<file path="src/hw/rtl/nas_pkg.sv">
`default_nettype none

package nas_pkg;

    // Frame geometry
    localparam int MAX_WIDTH     = 1024;
    localparam int MAX_HEIGHT    = 4096;
    localparam int SAMPLE_BITS   = 16;
    localparam int COL_BITS      = $clog2(MAX_WIDTH);
    localparam int WIDTH_BITS    = 11;
    localparam int HEIGHT_BITS   = 13;
    localparam int OUT_ROW_BITS  = 12;
    localparam int IN_ROW_BITS   = 13;

    // Configuration port
    localparam int CFG_IDX_BITS  = 2;
    localparam int CFG_DATA_BITS = 13;
    localparam logic [CFG_IDX_BITS-1:0] CFG_FRAME_WIDTH  = CFG_IDX_BITS'(0);
    localparam logic [CFG_IDX_BITS-1:0] CFG_FRAME_HEIGHT = CFG_IDX_BITS'(1);

    // Arithmetic widths: eight-term sum, biased dividend, reciprocal, product
    localparam int SUM_BITS   = SAMPLE_BITS + 3;
    localparam int DVD_BITS   = SAMPLE_BITS + 4;
    localparam int RECIP_BITS = 21;
    localparam int PROD_BITS  = DVD_BITS + RECIP_BITS;

    // Bias d * 2^16 makes the dividend non-negative; reciprocals ceil(2^k / d)
    localparam logic [DVD_BITS-1:0] BIAS_3 = DVD_BITS'(3 * (1 << SAMPLE_BITS));
    localparam logic [DVD_BITS-1:0] BIAS_5 = DVD_BITS'(5 * (1 << SAMPLE_BITS));
    localparam logic [DVD_BITS-1:0] BIAS_8 = DVD_BITS'(8 * (1 << SAMPLE_BITS));
    localparam int SHIFT_3 = 22;
    localparam int SHIFT_5 = 23;
    localparam int SHIFT_8 = 23;
    localparam logic [RECIP_BITS-1:0] RECIP_3 = RECIP_BITS'(((1 << SHIFT_3) + 2) / 3);
    localparam logic [RECIP_BITS-1:0] RECIP_5 = RECIP_BITS'(((1 << SHIFT_5) + 4) / 5);
    localparam logic [RECIP_BITS-1:0] RECIP_8 = RECIP_BITS'((1 << SHIFT_8) / 8);

    // Result queue
    localparam int FIFO_DEPTH    = 8;
    localparam int FIFO_PTR_BITS = $clog2(FIFO_DEPTH);
    localparam int FIFO_CNT_BITS = FIFO_PTR_BITS + 1;

    // Number of in-frame neighbours
    typedef enum logic [1:0] {
        CNT_3,
        CNT_5,
        CNT_8
    } t_nbr_cnt;

    // Border flags travelling with an item into the window stage
    typedef struct packed {
        logic     ex_top;
        logic     ex_bot;
        logic     ex_left;
        logic     ex_right;
        t_nbr_cnt cnt;
        logic     last;
    } t_win_ctrl;

    // What the divider needs besides the sum
    typedef struct packed {
        t_nbr_cnt cnt;
        logic     last;
    } t_div_ctrl;

    // One line memory word: both earlier rows of a column
    typedef struct packed {
        logic [SAMPLE_BITS-1:0] upper;
        logic [SAMPLE_BITS-1:0] middle;
    } t_line_word;

    // One queued result
    typedef struct packed {
        logic                   last;
        logic [SAMPLE_BITS-1:0] value;
    } t_out_entry;

endpackage

`default_nettype wire

</file>
<file path="src/hw/rtl/nas_window_sum.sv">
`default_nettype none

module nas_window_sum import nas_pkg::*; (
    input  logic                          i_clk,
    input  logic                          i_rst_n,
    input  logic                          i_shift,
    input  logic                          i_emit,
    input  t_win_ctrl                     i_ctrl,
    input  logic signed [SAMPLE_BITS-1:0] i_upper,
    input  logic signed [SAMPLE_BITS-1:0] i_middle,
    input  logic signed [SAMPLE_BITS-1:0] i_lower,
    output logic                          o_valid,
    output logic signed [SUM_BITS-1:0]    o_sum,
    output t_div_ctrl                     o_ctrl
);

    // r_win[row][col], column 2 is the newest
    logic signed [SAMPLE_BITS-1:0] r_win [3][3];
    logic                          r_win_valid;
    t_win_ctrl                     r_win_ctrl;
    logic                          r_sum_valid;
    logic signed [SUM_BITS-1:0]    r_sum;
    t_div_ctrl                     r_sum_ctrl;

    logic [2:0]                    w_row_on;
    logic [2:0]                    w_col_on;
    logic signed [SUM_BITS-1:0]    n_sum;

    // window shift, one column per processed item
    always_ff @(posedge i_clk) begin
        if (!i_rst_n) begin
            for (int r = 0; r < 3; r++) begin
                for (int c = 0; c < 3; c++) begin
                    r_win[r][c] <= '0;
                end
            end
        end else if (i_shift) begin
            for (int r = 0; r < 3; r++) begin
                r_win[r][0] <= r_win[r][1];
                r_win[r][1] <= r_win[r][2];
            end
            r_win[0][2] <= i_upper;
            r_win[1][2] <= i_middle;
            r_win[2][2] <= i_lower;
        end
    end

    always_ff @(posedge i_clk) begin
        if (!i_rst_n) begin
            r_win_valid <= 1'b0;
        end else begin
            r_win_valid <= i_shift && i_emit;
        end
    end

    always_ff @(posedge i_clk) begin
        if (i_shift) begin
            r_win_ctrl <= i_ctrl;
        end
    end

    // border masks
    assign w_row_on = {!r_win_ctrl.ex_bot, 1'b1, !r_win_ctrl.ex_top};
    assign w_col_on = {!r_win_ctrl.ex_right, 1'b1, !r_win_ctrl.ex_left};

    // masked sum of the eight neighbours
    always_comb begin
        n_sum = '0;
        for (int r = 0; r < 3; r++) begin
            for (int c = 0; c < 3; c++) begin
                if (w_row_on[r] && w_col_on[c] && !(r == 1 && c == 1)) begin
                    n_sum = n_sum + SUM_BITS'(r_win[r][c]);
                end
            end
        end
    end

    always_ff @(posedge i_clk) begin
        if (!i_rst_n) begin
            r_sum_valid <= 1'b0;
        end else begin
            r_sum_valid <= r_win_valid;
        end
    end

    always_ff @(posedge i_clk) begin
        if (r_win_valid) begin
            r_sum           <= n_sum;
            r_sum_ctrl.cnt  <= r_win_ctrl.cnt;
            r_sum_ctrl.last <= r_win_ctrl.last;
        end
    end

    assign o_valid = r_sum_valid;
    assign o_sum   = r_sum;
    assign o_ctrl  = r_sum_ctrl;

endmodule

`default_nettype wire

</file>
<file path="config.mk">
export PLATFORM = sky130hd
export DESIGN_NAME = nas_window_sum
export DESIGN_NICKNAME = d
export VERILOG_FILES = /design/src/hw/rtl/nas_pkg.sv /design/src/hw/rtl/nas_window_sum.sv
export SDC_FILE = /design/constraint.sdc
export NUM_CORES = 1
export LEC_CHECK = 0
export ABC_AREA = 1
export CAP_MARGIN = 20
export CORE_UTILIZATION = 30
export CTS_CLUSTER_SIZE = 12
export DETAILED_ROUTE_END_ITERATION = 10
export DONT_BUFFER_PORTS = 1
export HOLD_SLACK_MARGIN = 0.02
export PLACE_DENSITY = 0.57
export SYNTH_ARGS = -nofsm -noshare
export SYNTH_HDL_FRONTEND = slang
export SYNTH_SLANG_ARGS = --single-unit
export TNS_END_PERCENT = 50
</file>
<file path="constraint.sdc">
create_clock -name i_clk -period 10.3 [get_ports i_clk]
set_input_delay 2.06 -clock i_clk [delete_from_list [all_inputs] [get_ports i_clk]]
set_output_delay 2.06 -clock i_clk [all_outputs]
set_load 0.03 [all_outputs]
</file>
[Word level (Yosys, flattened, before mapping)]
Memories as Yosys holds them, arrays and structs flattened.
Cells that the tools add are included.
Operators by class
  reductions and logical operators: 9
  $add $sub $neg: 7
  bitwise operators: 9
  muxes and demuxes: 21
Operators with widths (count)
  $mux 19: 8
  $mux 16: 9
  $add 19x16->19: 7
  $or 1x1->1: 9
  $logic_and 1x1->1: 5
  $logic_not 1->1: 4
  $mux 1: 4
Word-level totals
  output and inout bits: 23
  memory bits (writable): 144
  memories: 1
  input bits: 59
  bits in registers: 31
  logic and storage cells: 58
Memories
  r_win: words 3, width 48, read ports 3, clocked after memory_dff 0, wr ports 3, line nas_window_sum.sv:18  | logic signed [SAMPLE_BITS-1:0] r_win [3][3];

[Longest topological paths before layout]
Gate-level depths: netlist (run 1).
  depth after elaboration: 17
  mapped depth: 74
  mapped depth without buffers: 72

[Worst setup path before layout (run 1)]
No wires, ideal clock.
  kind: reg2reg
  start: register r_win_ctrl[6] (netlist bit)
  end: register r_sum[17], in the netlist o_sum[17] (data pin)
  setup time: 0.253 ns
  path buffers: 2
  stages on the path, launching flop included: 70
  data required time: 10.047 ns
  slack: 0.389 ns
  data arrival time: 9.658 ns
  period minus slack after synthesis: 9.911 ns
  path through: edfxtp_1 clkinv_1 clkbuf_1 nand2_1 clkbuf_1 nor2_1 ha_1 ha_1 inv_1 nand2_2 nand3_2 nand2_4 nor2_1 nand3b_1 inv_1 ha_1 inv_1 o21ai_0 [34 not listed] nand2_1 o211ai_1 a31oi_1 o21ai_0 a21boi_0 xor2_1 nand2_1 a21boi_0 ha_1 a21oi_1 o21ai_0 a21oi_1 nand2_1 a21oi_1 o21ai_0 or2_2 nand3_1 nand2_1
On the way
  longest elaborated chain between the ends: 17
  elaborated cells on any way between the ends: 18
  those cells by class: 7 x add/sub; 8 x mux; 3 x reduce/logical
RTL lines
  start: declaration: line nas_window_sum.sv:20  | t_win_ctrl r_win_ctrl;
  start signal: assignment: line nas_window_sum.sv:58  | r_win_ctrl <= i_ctrl;
  $logic_not 1->1: line nas_window_sum.sv:63  | assign w_row_on = {!r_win_ctrl.ex_bot, 1'b1, !r_win_ctrl.ex_top};
  $logic_and 1x1->1: line nas_window_sum.sv:71  | if (w_row_on[r] && w_col_on[c] && !(r == 1 && c == 1)) begin
  $mux 19: line nas_window_sum.sv:71
  $add 19x16->19: line nas_window_sum.sv:72  | n_sum = n_sum + SUM_BITS'(r_win[r][c]);
  $mux 19: line nas_window_sum.sv:71
  $add 19x16->19: line nas_window_sum.sv:72
  $mux 19 (*): line nas_window_sum.sv:71
  $add 19x16->19: line nas_window_sum.sv:72
  [2 not listed]
  $mux 19 (*): line nas_window_sum.sv:71
  $add 19x16->19: line nas_window_sum.sv:72
  $mux 19 (*): line nas_window_sum.sv:71
  $add 19x16->19: line nas_window_sum.sv:72
  $mux 19 (*): line nas_window_sum.sv:71
  $add 19x16->19: line nas_window_sum.sv:72
  $mux 19 (*): line nas_window_sum.sv:71
  net n_sum[17]: line nas_window_sum.sv:27  | logic signed [SUM_BITS-1:0] n_sum;
  end signal: assignment: line nas_window_sum.sv:88  | r_sum <= n_sum;
  end: declaration: line nas_window_sum.sv:22  | logic signed [SUM_BITS-1:0] r_sum;
Mark *: on every way through the listed nets, which the timed path passes. The rest lies on a longest branch.
A chain may end at the register's enable or synchronous reset.

[Final worst setup path (run 1)]
  start: register r_win_ctrl[4] (netlist bit)
  end: register r_sum[17], in the netlist o_sum[17] (data pin)
On the way
  longest elaborated chain between the ends: 17
  elaborated cells on any way between the ends: 18
  those cells by class: 7 x add/sub; 8 x mux; 3 x reduce/logical
RTL lines
  $logic_not 1->1: line nas_window_sum.sv:64  | assign w_col_on = {!r_win_ctrl.ex_right, 1'b1, !r_win_ctrl.ex_left};
  $logic_and 1x1->1: line nas_window_sum.sv:71
  $mux 19: line nas_window_sum.sv:71
  $add 19x16->19: line nas_window_sum.sv:72
  $mux 19: line nas_window_sum.sv:71
  $add 19x16->19: line nas_window_sum.sv:72
  $mux 19: line nas_window_sum.sv:71
  $add 19x16->19: line nas_window_sum.sv:72
  [2 not listed]
  $mux 19: line nas_window_sum.sv:71
  $add 19x16->19: line nas_window_sum.sv:72
  $mux 19 (*): line nas_window_sum.sv:71
  $add 19x16->19: line nas_window_sum.sv:72
  $mux 19 (*): line nas_window_sum.sv:71
  $add 19x16->19: line nas_window_sum.sv:72
  $mux 19 (*): line nas_window_sum.sv:71
  net n_sum[17]: line nas_window_sum.sv:27
Marks and branches as above.

==> qor.csv, run 1 <==
stage,metric,value,unit
layout,final-instance-count-excl-fill,2541,
floorplanning,core_area,46900,um^2
global_route,overflow,0,
placed_design,pre_cts_ws,-44.9,ps
worst_setup_path,max_stage_delay,460,ps
drt,drtAntennaViolNets,0,
timing,fin_crit_sh,0.934,
layout,register_area,5240,um^2
placed_design,hpwl,31000,um
placed_design,portBuffers,0,
global_route,antenna_found_initial,1,
power,power.density,166,nW/um^2
clock_network,clock_latency,490,ps
yosys,syn_area,14400,um^2
power,leakage,0.00761,uW
power,ir_drop,0.000135,V
placed_design,routabilityCongestion,0.929,
yosys,synth_edf_count,173,
outcome,status,"complete, but fails checks",
global_route,grt_first_pass_wirelength,62700,um
clock_network,numCtsBuffers,17,
worst_setup_path,crit_start,r_win_ctrl[4],
floorplanning,die-area,48700,um^2
timing,worst_clock_skew,21.4,ps
yosys,yosys_register_bits,175,
clock_network,cts.sinks,175,
yosys,synthDistinctLibCells,50,
clock_network,ctsRootBufferMaster,clkbuf_16,
hold_path,hp-start,r_win_ctrl[2],
clock_network,max-clock-path-buffers,2,
worst_setup_path,timing.rr.end,o_sum[17],
layout,nFillCells,4927,
worst_setup_path,worst_setup_path_start_kind,flip-flop,
layout,area_delta_synth_final,15.1,%
drt,drt-initial-drc-count,847,
timing,timing.final.ws_setup,681,ps
worst_setup_path,path_class,reg2reg,
clock_network,clk_pin_slew,70,ps
drt,dr.pass1.iters,8,
clock_network,cts_tree,built,
floorplanning,rows,79,
worst_setup_path,reg2reg_from,r_win_ctrl[4],
layout,multi_input_area,8350,um^2
drt,vias,12400,
layout,layout_common_cells,"nand2_1, inv_1, nor2_1",
layout,nets,2115,
yosys,avgSynthCellArea,7.59,um^2
power,total_power,2740,uW
timing,setup_violations,0,
global_route,grt_max_degree,91,
worst_setup_path,slowest_stage,edfxtp_1,
timing,hold_viol_final,0,
floorplanning,start_util,0.306,
timing,period_minus_slack,9620,ps
worst_setup_path,r2r_cells,66,
worst_setup_path,crit_fanout,5,
global_route,grt_pass1_vias,11900,
drt,finalWirelength,40600,um
yosys,ys.warnings.count,0,
worst_setup_path,worstSetupEndpointType,flip-flop,
worst_setup_path,cp.required,10540,ps
outcome,violations,DRC,
yosys,synth_cells,1891,
drt,via_per_inst,4.87,
global_route,grtUsageTotal,0.169,
yosys,syn_nets,2086,
floorplanning,fp.dieH,221,um
job,max_cap_viol_count,0,
placed_design,dp.cells,2488,
worst_setup_path,setup.worst_path.end,o_sum[17],
timing,max-slew-margin-rel,0.276,
yosys,ys.flop_type,edfxtp_1,
timing,holdWs,433,ps
layout,final_common_cell,nand2_1,
worst_setup_path,path_common_cell,nand2_1,
yosys,async_reset_ff_frac,0,
drt,routedWlPerCell,16.0,um
floorplanning,fp.dieW,221,um
yosys,ys_seq_area_frac,0.365,
layout,drive_gt1_frac,0.145,
timing,worstMarginPinSlew,1090,ps
clock_network,cts.htree.levels,4,
hold_path,min_path_type,reg2reg,
worst_setup_path,rrSetupSlack,680,ps
drt,route.detailed.drc,6,
floorplanning,boundaryPins,82,
timing,slew_violations,0,
worst_setup_path,cp.arrival,9860,ps
clock_network,postCtsHoldBufs,0,
timing,maxClockFrequency,104,MHz
[cells in the mapped netlist (6+ instances only)]
master	count	area share
o211ai_1	7	0.0037
buf_2	9	0.0031
xnor2_1	25	0.015
o21ai_0	100	0.035
nor4_1	6	0.0026
fa_1	6	0.0084
and2_1	10	0.0044
a21o_1	6	0.0031
o21ai_1	16	0.0056
or2_2	14	0.0061
clkbuf_1	23	0.0060
nand2_2	28	0.012
edfxtp_1	173	0.36
ha_1	130	0.11
nand2_1	384	0.10
nand4_1	19	0.0083
nand3_1	86	0.030
nand3_2	10	0.0070
nor2_1	233	0.061
o31ai_1	6	0.0031
a21oi_1	137	0.048
a21boi_0	7	0.0037
nand3b_1	6	0.0031
inv_2	10	0.0026
inv_1	316	0.083
xor2_1	37	0.023
o21ai_2	8	0.0049
a31oi_1	17	0.0074
nor3_1	12	0.0042
[critical path, delay by kind of cell (launching register included)]
family	cells	cell delay, ps
fa+ha+maj	7	1850
compound gates	23	3030
xor+xnor	2	300
flops	1	460
simple gates	24	2960
buf+inv	10	720
[sequential cells by signal (all words and copies together) (netlist names)]
name and flops:
o_valid 1, r_win 144, o_sum 19, r_win_valid 1, o_ctrl 3, r_win_ctrl 7
[what timing repair did]
item | CTS | global route
resized for setup | 2 | 163
setup endpoints to repair | 2 | 7
setup buffers | 0 | 19
pin swaps | 0 | 29
[logic make-up after synthesis]
logic type / Yosys count / share of synthesized area
simple gates: 826 / 0.250
buf+inv: 366 / 0.0981
compound gates: 326 / 0.127
flops: 175 / 0.365
fa+ha+maj: 136 / 0.122
xor+xnor: 62 / 0.0378
[metal layers]
metal / GRT usage / up-vias / part of all wire / routed length (um)
met5: 0 / - / 0.00032 / 13
met4: 0.0573 / 2 / 0.020 / 810
met1: 0.218 / 5800 / 0.46 / 18700
met2: 0.277 / 244 / 0.48 / 19400
li1: - / 6277 / - / -
met3: 0.0348 / 49 / 0.043 / 1740
[area by class of cell]
type / count / share of cell area
multi-input combinational: 1350 / 0.506
timing repair buffer: 48 / 0.0235
inverter: 328 / 0.0745
clock buffer: 17 / 0.0257
sequential: 175 / 0.317
clock inverter: 15 / 0.00757
tap: 607 / 0.0460
antenna: 1 / 0.000151
[how the worst min path moves through the flow]
stage / endpoint / cells past startpoint
floorplan: o_ctrl[0] / 0
global placement: o_ctrl[2] / 0
detailed placement: o_ctrl[2] / 0
CTS: o_ctrl[2] / 0
global route: o_ctrl[2] / 0
finish: o_ctrl[2] / 0
[through the flow]
stage / area, um^2 / utilization / setup TNS (ps)
2_1_floorplan: 14400 / - / 0
4_1_cts: 15700 / 0.335 / 0
3_3_place_gp: 15200 / 0.324 / 0
3_5_place_dp: 15200 / 0.324 / -44.9
5_1_grt: 16500 / 0.353 / -216
6_report: 16500 / 0.353 / 0
[power by group]
group,switching (uW),internal [uW]
Combinational,745,458
Clock,319,315
Sequential,50.3,847
Total,1120,1620
(Power assumes the default switching activity.)
==> run 2: changes to the inputs <==
--- a/config.mk
+++ b/config.mk
@@ -5,10 +5,8 @@
 export SDC_FILE = /design/constraint.sdc
 export NUM_CORES = 1
 export LEC_CHECK = 0
-export ABC_AREA = 1
 export CAP_MARGIN = 20
 export CORE_UTILIZATION = 30
-export CTS_CLUSTER_SIZE = 12
 export DETAILED_ROUTE_END_ITERATION = 10
 export DONT_BUFFER_PORTS = 1
 export HOLD_SLACK_MARGIN = 0.02
==> run 2 against run 1 <==
- the flow finishes with violations (setup timing)
- clock skew shrank 7.5 ps
- count of clock-buffer cells in the layout rose by 1
- die area fell by 1.9%
- critical endpoint is now o_sum[18]
- wire length rose by 2.3%
- worst hold slack got worse by 9.0 ps
==> qor.csv, run 2 <==
stage,metric,value,unit,change
job,max_cap_viol_count,0,,unchanged
floorplanning,fp.dieH,219,um,-0.94%
timing,holdWs,424,ps,-9.03 ps
power,leakage,0.00833,uW,+9.5%
clock_network,numCtsBuffers,17,,unchanged
layout,drive_gt1_frac,0.287,,+0.142
global_route,grt_first_pass_wirelength,64600,um,+3.0%
worst_setup_path,crit_start,r_win[0][17],,
placed_design,routabilityCongestion,0.871,,-6.2%
timing,hold_viol_final,0,,unchanged
yosys,yosys_register_bits,175,,unchanged
worst_setup_path,cp.required,10520,ps,-20 ps
yosys,synth.largest_area_cell,edfxtp_1,,
worst_setup_path,max_stage_delay,540,ps,+80 ps
clock_network,clock_latency,470,ps,-20 ps
floorplanning,boundaryPins,82,,unchanged
timing,maxClockFrequency,94.2,MHz,-9.4%
drt,vias,12200,,-1.7%
yosys,ys_top_cells_by_area,"edfxtp_1, ha_1, and3_1, xnor2_1, a21oi_1",,
drt,routedWlPerCell,17.8,um,+11%
yosys,synthDistinctLibCells,96,,+92%
layout,regMostFlops,r_win,,
global_route,grt_max_degree,154,,+69%
global_route,grtUsageTotal,0.175,,+0.00652
floorplanning,rows,79,,unchanged
yosys,synthMuxAreaShare,0.0292,,+0.0292
global_route,use_met1,0.232,,+0.0138
timing,worst_clock_skew,13.9,ps,-7.48 ps
yosys,synth_simple_gate_area_frac,0.192,,-0.0584
worst_setup_path,reg2reg_from,r_win[0][17],,
timing,period_minus_slack,10610,ps,+994 ps
floorplanning,fp.dieW,219,um,-0.94%
global_route,antenna_found_initial,2,,+1
worst_setup_path,worst_setup_path_start_kind,flip-flop,,
global_route,use_met3,0.0384,,+0.00364
floorplanning,die-area,47800,um^2,-1.9%
layout,largest_register_ffs,144,,unchanged
timing,max-slew-margin-rel,0.289,,+0.0132
yosys,synth_edf_count,173,,unchanged
drt,via_per_inst,5.20,,+6.7%
drt,drtAntennaViolNets,0,,unchanged
clock_network,postCtsHoldBufs,0,,unchanged
layout,area_delta_synth_final,28.8,%,
worst_setup_path,cp.arrival,10830,ps,+970 ps
layout,layout_common_cells,"buf_4, edfxtp_1, and3_1",,
worst_setup_path,r2r_cells,56,,-15%
yosys,synth_cells,1455,,-23%
yosys,synth_top_area_frac,0.369,,+0.00698
yosys,synth-compound-area-share,0.181,,+0.0538
clock_network,ctsRootBufferMaster,clkbuf_16,,
drt,route.detailed.drc,0,,-6
yosys,async_reset_ff_frac,0,,unchanged
placed_design,pre_cts_ws,-613,ps,-569 ps
placed_design,hpwl,29700,um,-4.3%
layout,final_common_cell,buf_4,,
yosys,ys.flop_type,edfxtp_1,,
worst_setup_path,rrSetupSlack,-310,ps,-990 ps
outcome,violations,setup timing,,
clock_network,max-clock-path-buffers,2,,unchanged
yosys,syn_area,14100,um^2,-1.9%
worst_setup_path,worstSetupEndpointType,flip-flop,,
timing,fin_crit_sh,1.03,,+0.0965
worst_setup_path,slowest_stage,or4_4,,
clock_network,cts_tree,built,,
yosys,ys.warnings.count,0,,unchanged
hold_path,min_path_type,reg2reg,,
yosys,syn_nets,1650,,-21%
drt,drt-initial-drc-count,826,,-2.5%
clock_network,clk_pin_slew,70,ps,about the same
yosys,ys_seq_area_frac,0.372,,+0.00703
clock_network,cts.sinks,175,,unchanged
timing,worstMarginPinSlew,1060,ps,-26.4 ps
yosys,synth_common_cells,"edfxtp_1, and3_1, ha_1, nor2_1, a21oi_1",,
worst_setup_path,path_common_cell,xor2_1,,
yosys,synth_top_family_by_area,simple AND/OR/NAND/NOR gates,,
floorplanning,core_area,46500,um^2,-0.84%
power,ir_drop,0.000115,V,-14%
timing,rsz0062_at_grt,yes,,
global_route,gr-usage-met2,0.280,,+0.00309
timing,slew_violations,0,,unchanged
global_route,top_usage_layer,met2,,
worst_setup_path,timing.rr.end,o_sum[18],,
drt,finalWirelength,41600,um,+2.3%
layout,nets,1913,,-9.6%
yosys,avgSynthCellArea,9.68,um^2,+28%
placed_design,portBuffers,0,,unchanged
outcome,status,"complete, but fails checks",,
clock_network,cts.htree.levels,4,,unchanged
global_route,overflow,0,,unchanged
timing,setup_violations,1,,+1
worst_setup_path,path_class,reg2reg,,
floorplanning,start_util,0.303,,-0.00324
worst_setup_path,crit_fanout,4,,-1
power,power.density,173,nW/um^2,+4.2%
worst_setup_path,setup.worst_path.end,o_sum[18],,
yosys,synth-adder-area-share,0.126,,+0.00386
global_route,grt_pass1_vias,12000,,+1.2%
drt,dr.pass1.iters,7,,-1
timing,timing.final.ws_setup,-313,ps,-994 ps
yosys,yosysMostFrequentCell,edfxtp_1,,
yosys,synth_xor_area_frac,0.0671,,+0.0293
-- run 2: where the power goes --
part / internal, uW / switching, uW / total, uW / leakage, uW
Combinational: 786 / 760 / 1550 / 0.00617
Clock: 362 / 314 / 676 / 0.000287
Sequential: 849 / 55.6 / 905 / 0.00187
-- run 2: logic make-up (layout without fill, tap and decap cells) --
family,Yosys count,in the layout
other cells,0,2
fa+ha+maj,138,138
compound gates,366,366
mux,38,38
buf+inv,119,395
flops,175,175
simple gates,516,516
xor+xnor,103,103
-- run 2: metrics by stage --
step	power [uW]	cell area [um^2]	std cells	TNS, ps	utilization
detailed placement	2300	16800	2270	-1180	0.361
finish	3130	18100	2340	-313	0.390
floorplan	1770	14200	1455	-370	-
global placement	2280	16800	2270	-329	0.361
CTS	3090	17900	2332	-293	0.386
global route	3330	18100	2338	-2630	0.390
-- run 2: layer usage --
layer,vias up,routed length (um)
met5,-,0
li1,5978,-
met4,0,868
met2,293,18800
met3,52,2070
met1,5834,19800
-- run 2: worst min-delay path by stage --
stage | start | endpoint | depth (start not counted)
3_5_place_dp | r_win_ctrl[0] | o_ctrl[0] | 0
4_1_cts | r_win_ctrl[0] | o_ctrl[0] | 0
5_1_grt | r_win_ctrl[0] | o_ctrl[0] | 0
6_report | r_win_ctrl[0] | o_ctrl[0] | 0
3_3_place_gp | r_win_ctrl[2] | o_ctrl[2] | 0
2_1_floorplan | r_win_ctrl[0] | o_ctrl[0] | 0
-- run 2: worst max-delay path, delay by kind of cell, from the launching register on --
family                   cells  cell delay (ps)
AO/OA/AOI/OAI               17             2530
XOR/XNOR                     8             1270
adder cells (fa/ha/maj)      7             1980
buffers and inverters        4              350
flip-flops                   1              500
multiplexers                 2              560
AND/OR/NAND/NOR             18             3120
-- run 2: area by class of cell --
cell class	instances	area, um^2
fill	4564	28300
multi-input combinational	1161	8980
sequential	175	5240
timing repair buffer	315	2380
tap	607	759
clock buffer	18	429
inverter	48	180
clock inverter	14	159
antenna	2	5.00
-- run 2: repair_timing --
item                                   4_1_cts  5_1_grt
resized for setup                           56       37
endpoints found under the hold margin        0        0
buffers inserted                            30        6
pin swaps                                   68       34
setup endpoints to repair                    4        9
==> run 3: changes to the inputs <==
--- a/config.mk
+++ b/config.mk
@@ -6,11 +6,11 @@
 export NUM_CORES = 1
 export LEC_CHECK = 0
 export CAP_MARGIN = 20
-export CORE_UTILIZATION = 30
+export CORE_UTILIZATION = 55
 export DETAILED_ROUTE_END_ITERATION = 10
 export DONT_BUFFER_PORTS = 1
 export HOLD_SLACK_MARGIN = 0.02
-export PLACE_DENSITY = 0.57
+export PLACE_DENSITY = 0.85
 export SYNTH_ARGS = -nofsm -noshare
 export SYNTH_HDL_FRONTEND = slang
 export SYNTH_SLANG_ARGS = --single-unit
==> run 3 against run 2 <==
- the run still ends with setup timing left
- core utilization grew 30 points
- global-route usage grew 13 points
- register-to-register slack lost 100 ps
- sequential power is essentially flat
- via count grew 3.8%
- die area shrank 45%
- sequential share of layout area grew 1.4 points
- critical endpoint unchanged
- largest cell class unchanged
- largest power group unchanged
- highest routed layer unchanged
==> qor.csv, run 3 (synthesis results as in run 2) <==
stage,metric,value,unit,change
clock_network,cts.sinks,175,,unchanged
worst_setup_path,crit_fanout,4,,unchanged
worst_setup_path,r2r_cells,59,,+5.4%
power,power.density,179,nW/um^2,+3.8%
layout,area_delta_synth_final,22.7,%,
worst_setup_path,rrSetupSlack,-410,ps,-100 ps
placed_design,dpl_cell_area,16000,um^2,-4.4%
layout,nets,1855,,-3.0%
drt,route.detailed.drc,0,,unchanged
global_route,grtUsageTotal,0.305,,+0.130
outcome,status,"complete, but fails checks",,
layout,regMostFlops,r_win,,
clock_network,postCtsHoldBufs,0,,unchanged
clock_network,clk_pin_slew,80,ps,about the same
worst_setup_path,cp.arrival,10920,ps,+90 ps
layout,final_common_cell,buf_4,,
timing,worstMarginPinSlew,1080,ps,+16.5 ps
drt,drt-initial-drc-count,1335,,+62%
global_route,overflow,0,,unchanged
global_route,use_met1,0.389,,+0.156
timing,rsz0062_at_grt,yes,,
layout,register_area,5240,um^2,unchanged
floorplanning,die-area,26200,um^2,-45%
worst_setup_path,slowest_stage,or4_4,,
layout,finalCoreUtilization,0.686,,+0.296
drt,routedWlPerCell,20.3,um,+14%
clock_network,max-clock-path-buffers,2,,unchanged
worst_setup_path,timing.rr.end,o_sum[18],,
timing,worst_clock_skew,19.9,ps,+6.00 ps
floorplanning,start_util,0.559,,+0.256
floorplanning,boundaryPins,82,,unchanged
drt,finalWirelength,40700,um,-2.1%
floorplanning,fp.dieW,162,um,-26%
global_route,top_usage_layer,met2,,
worst_setup_path,worst_setup_path_start_kind,flip-flop,,
layout,largest_register_ffs,144,,unchanged
job,max_cap_viol_count,0,,unchanged
timing,timing.final.ws_setup,-413,ps,-99.7 ps
layout,multi_input_area,8920,um^2,-0.71%
outcome,violations,setup timing,,
clock_network,clock_latency,460,ps,about the same
placed_design,dp.cells,1940,,-15%
timing,maxClockFrequency,93.3,MHz,-0.93%
power,leakage,0.00807,uW,-3.1%
clock_network,cts.htree.levels,4,,unchanged
worst_setup_path,max_stage_delay,440,ps,-100 ps
layout,n_antenna_cell,0,,-2
layout,drive_gt1_frac,0.260,,-0.0271
layout,final-instance-count-excl-fill,2003,,-14%
worst_setup_path,worstSetupEndpointType,flip-flop,,
timing,max-slew-margin-rel,0.283,,-0.00664
clock_network,numCtsBuffers,17,,unchanged
hold_path,min_path_type,reg2reg,,
timing,slew_violations,0,,unchanged
global_route,use_met3,0.0388,,+0.000402
global_route,grt_first_pass_wirelength,62900,um,-2.5%
clock_network,cts_tree,built,,
drt,dr.pass1.iters,7,,unchanged
placed_design,routabilityCongestion,0.955,,+9.6%
floorplanning,rows,58,,-27%
hold_path,min_path_cells,0,,unchanged
placed_design,pre_cts_ws,-519,ps,+94.7 ps
global_route,grt_pass1_vias,12300,,+2.3%
worst_setup_path,reg2reg_from,r_win_ctrl[4],,
drt,vias,12600,,+3.8%
placed_design,portBuffers,0,,unchanged
timing,hold_viol_final,0,,unchanged
clock_network,ctsRootBufferMaster,clkbuf_16,,
timing,fin_crit_sh,1.04,,+0.00968
timing,period_minus_slack,10710,ps,+99.7 ps
drt,via_per_inst,6.30,,+21%
worst_setup_path,cp.required,10500,ps,-20 ps
timing,holdWs,424,ps,+0.398 ps
floorplanning,fp.dieH,162,um,-26%
floorplanning,core_area,25200,um^2,-46%
global_route,grt_max_degree,154,,unchanged
worst_setup_path,path_class,reg2reg,,
hold_path,hp-start,r_win_ctrl[0],,
global_route,gr-usage-met2,0.528,,+0.247
global_route,antenna_found_initial,0,,-2
layout,layout_common_cells,"buf_4, edfxtp_1, and3_1",,
drt,drtAntennaViolNets,0,,unchanged
layout,fin_area,17300,um^2,-4.7%
layout,nFillCells,1761,,-61%
placed_design,hpwl,27500,um,-7.3%
power,ir_drop,0.000125,V,+8.1%
worst_setup_path,path_common_cell,nor2_1,,
timing,setup_violations,4,,+3
hold_path,hold_end,o_ctrl[0],,
==> run 3: worst max-delay path: cells and delay by family (launching register included) <==
kind	cells	cell delay [ps]
AND/OR/NAND/NOR	20	3120
AO/OA/AOI/OAI	20	3030
adder cells (fa/ha/maj)	8	2140
XOR/XNOR	9	1370
flip-flops	1	430
multiplexers	1	290
buffers and inverters	1	90
==> run 3: metal layers <==
metal | wire length (um) | vias to the layer above
li1 | - | 5847
met1 | 17000 | 6065
met2 | 19700 | 578
met3 | 2490 | 124
met4 | 1460 | 0
met5 | 0 | -
==> run 3: final cells by class <==
type | count | area share
Inverter | 48 | 0.0104
Multi-Input combinational cell | 1161 | 0.516
Tap cell | 330 | 0.0239
Clock inverter | 14 | 0.00941
Clock buffer | 18 | 0.0248
Timing Repair Buffer | 257 | 0.113
Sequential cell | 175 | 0.303
==> run 3: power by group <==
part | internal (uW) | switching (uW) | total [uW]
logic | 744 | 775 | 1520
registers | 849 | 53.7 | 903
clock network | 327 | 344 | 672
==> run 3: stage by stage <==
step	TNS, ps	power [uW]
global placement	-291	2200
detailed placement	-1210	2250
CTS	-272	2970
floorplan	-370	1770
finish	-721	3090
global route	-3520	3240
==> run 3: how the worst max path moves through the flow <==
stage / from / to / slack, ps / cells past startpoint
floorplan: r_win_ctrl[4] / o_sum[18] / -370 / 61
global placement: r_win_ctrl[4] / o_sum[18] / -290 / 60
detailed placement: r_win_ctrl[4] / o_sum[18] / -520 / 59
CTS: r_win_ctrl[6] / o_sum[18] / -270 / 58
global route: r_win_ctrl[4] / o_sum[18] / -990 / 59
finish: r_win_ctrl[4] / o_sum[18] / -410 / 59
==> run 3: timing repair <==
item | 4_1_cts | 5_1_grt
hold endpoints to repair | 0 | 0
endpoints found under the setup margin | 5 | 9
pin swaps | 42 | 36
setup buffers | 17 | 14
gates resized for setup | 30 | 53
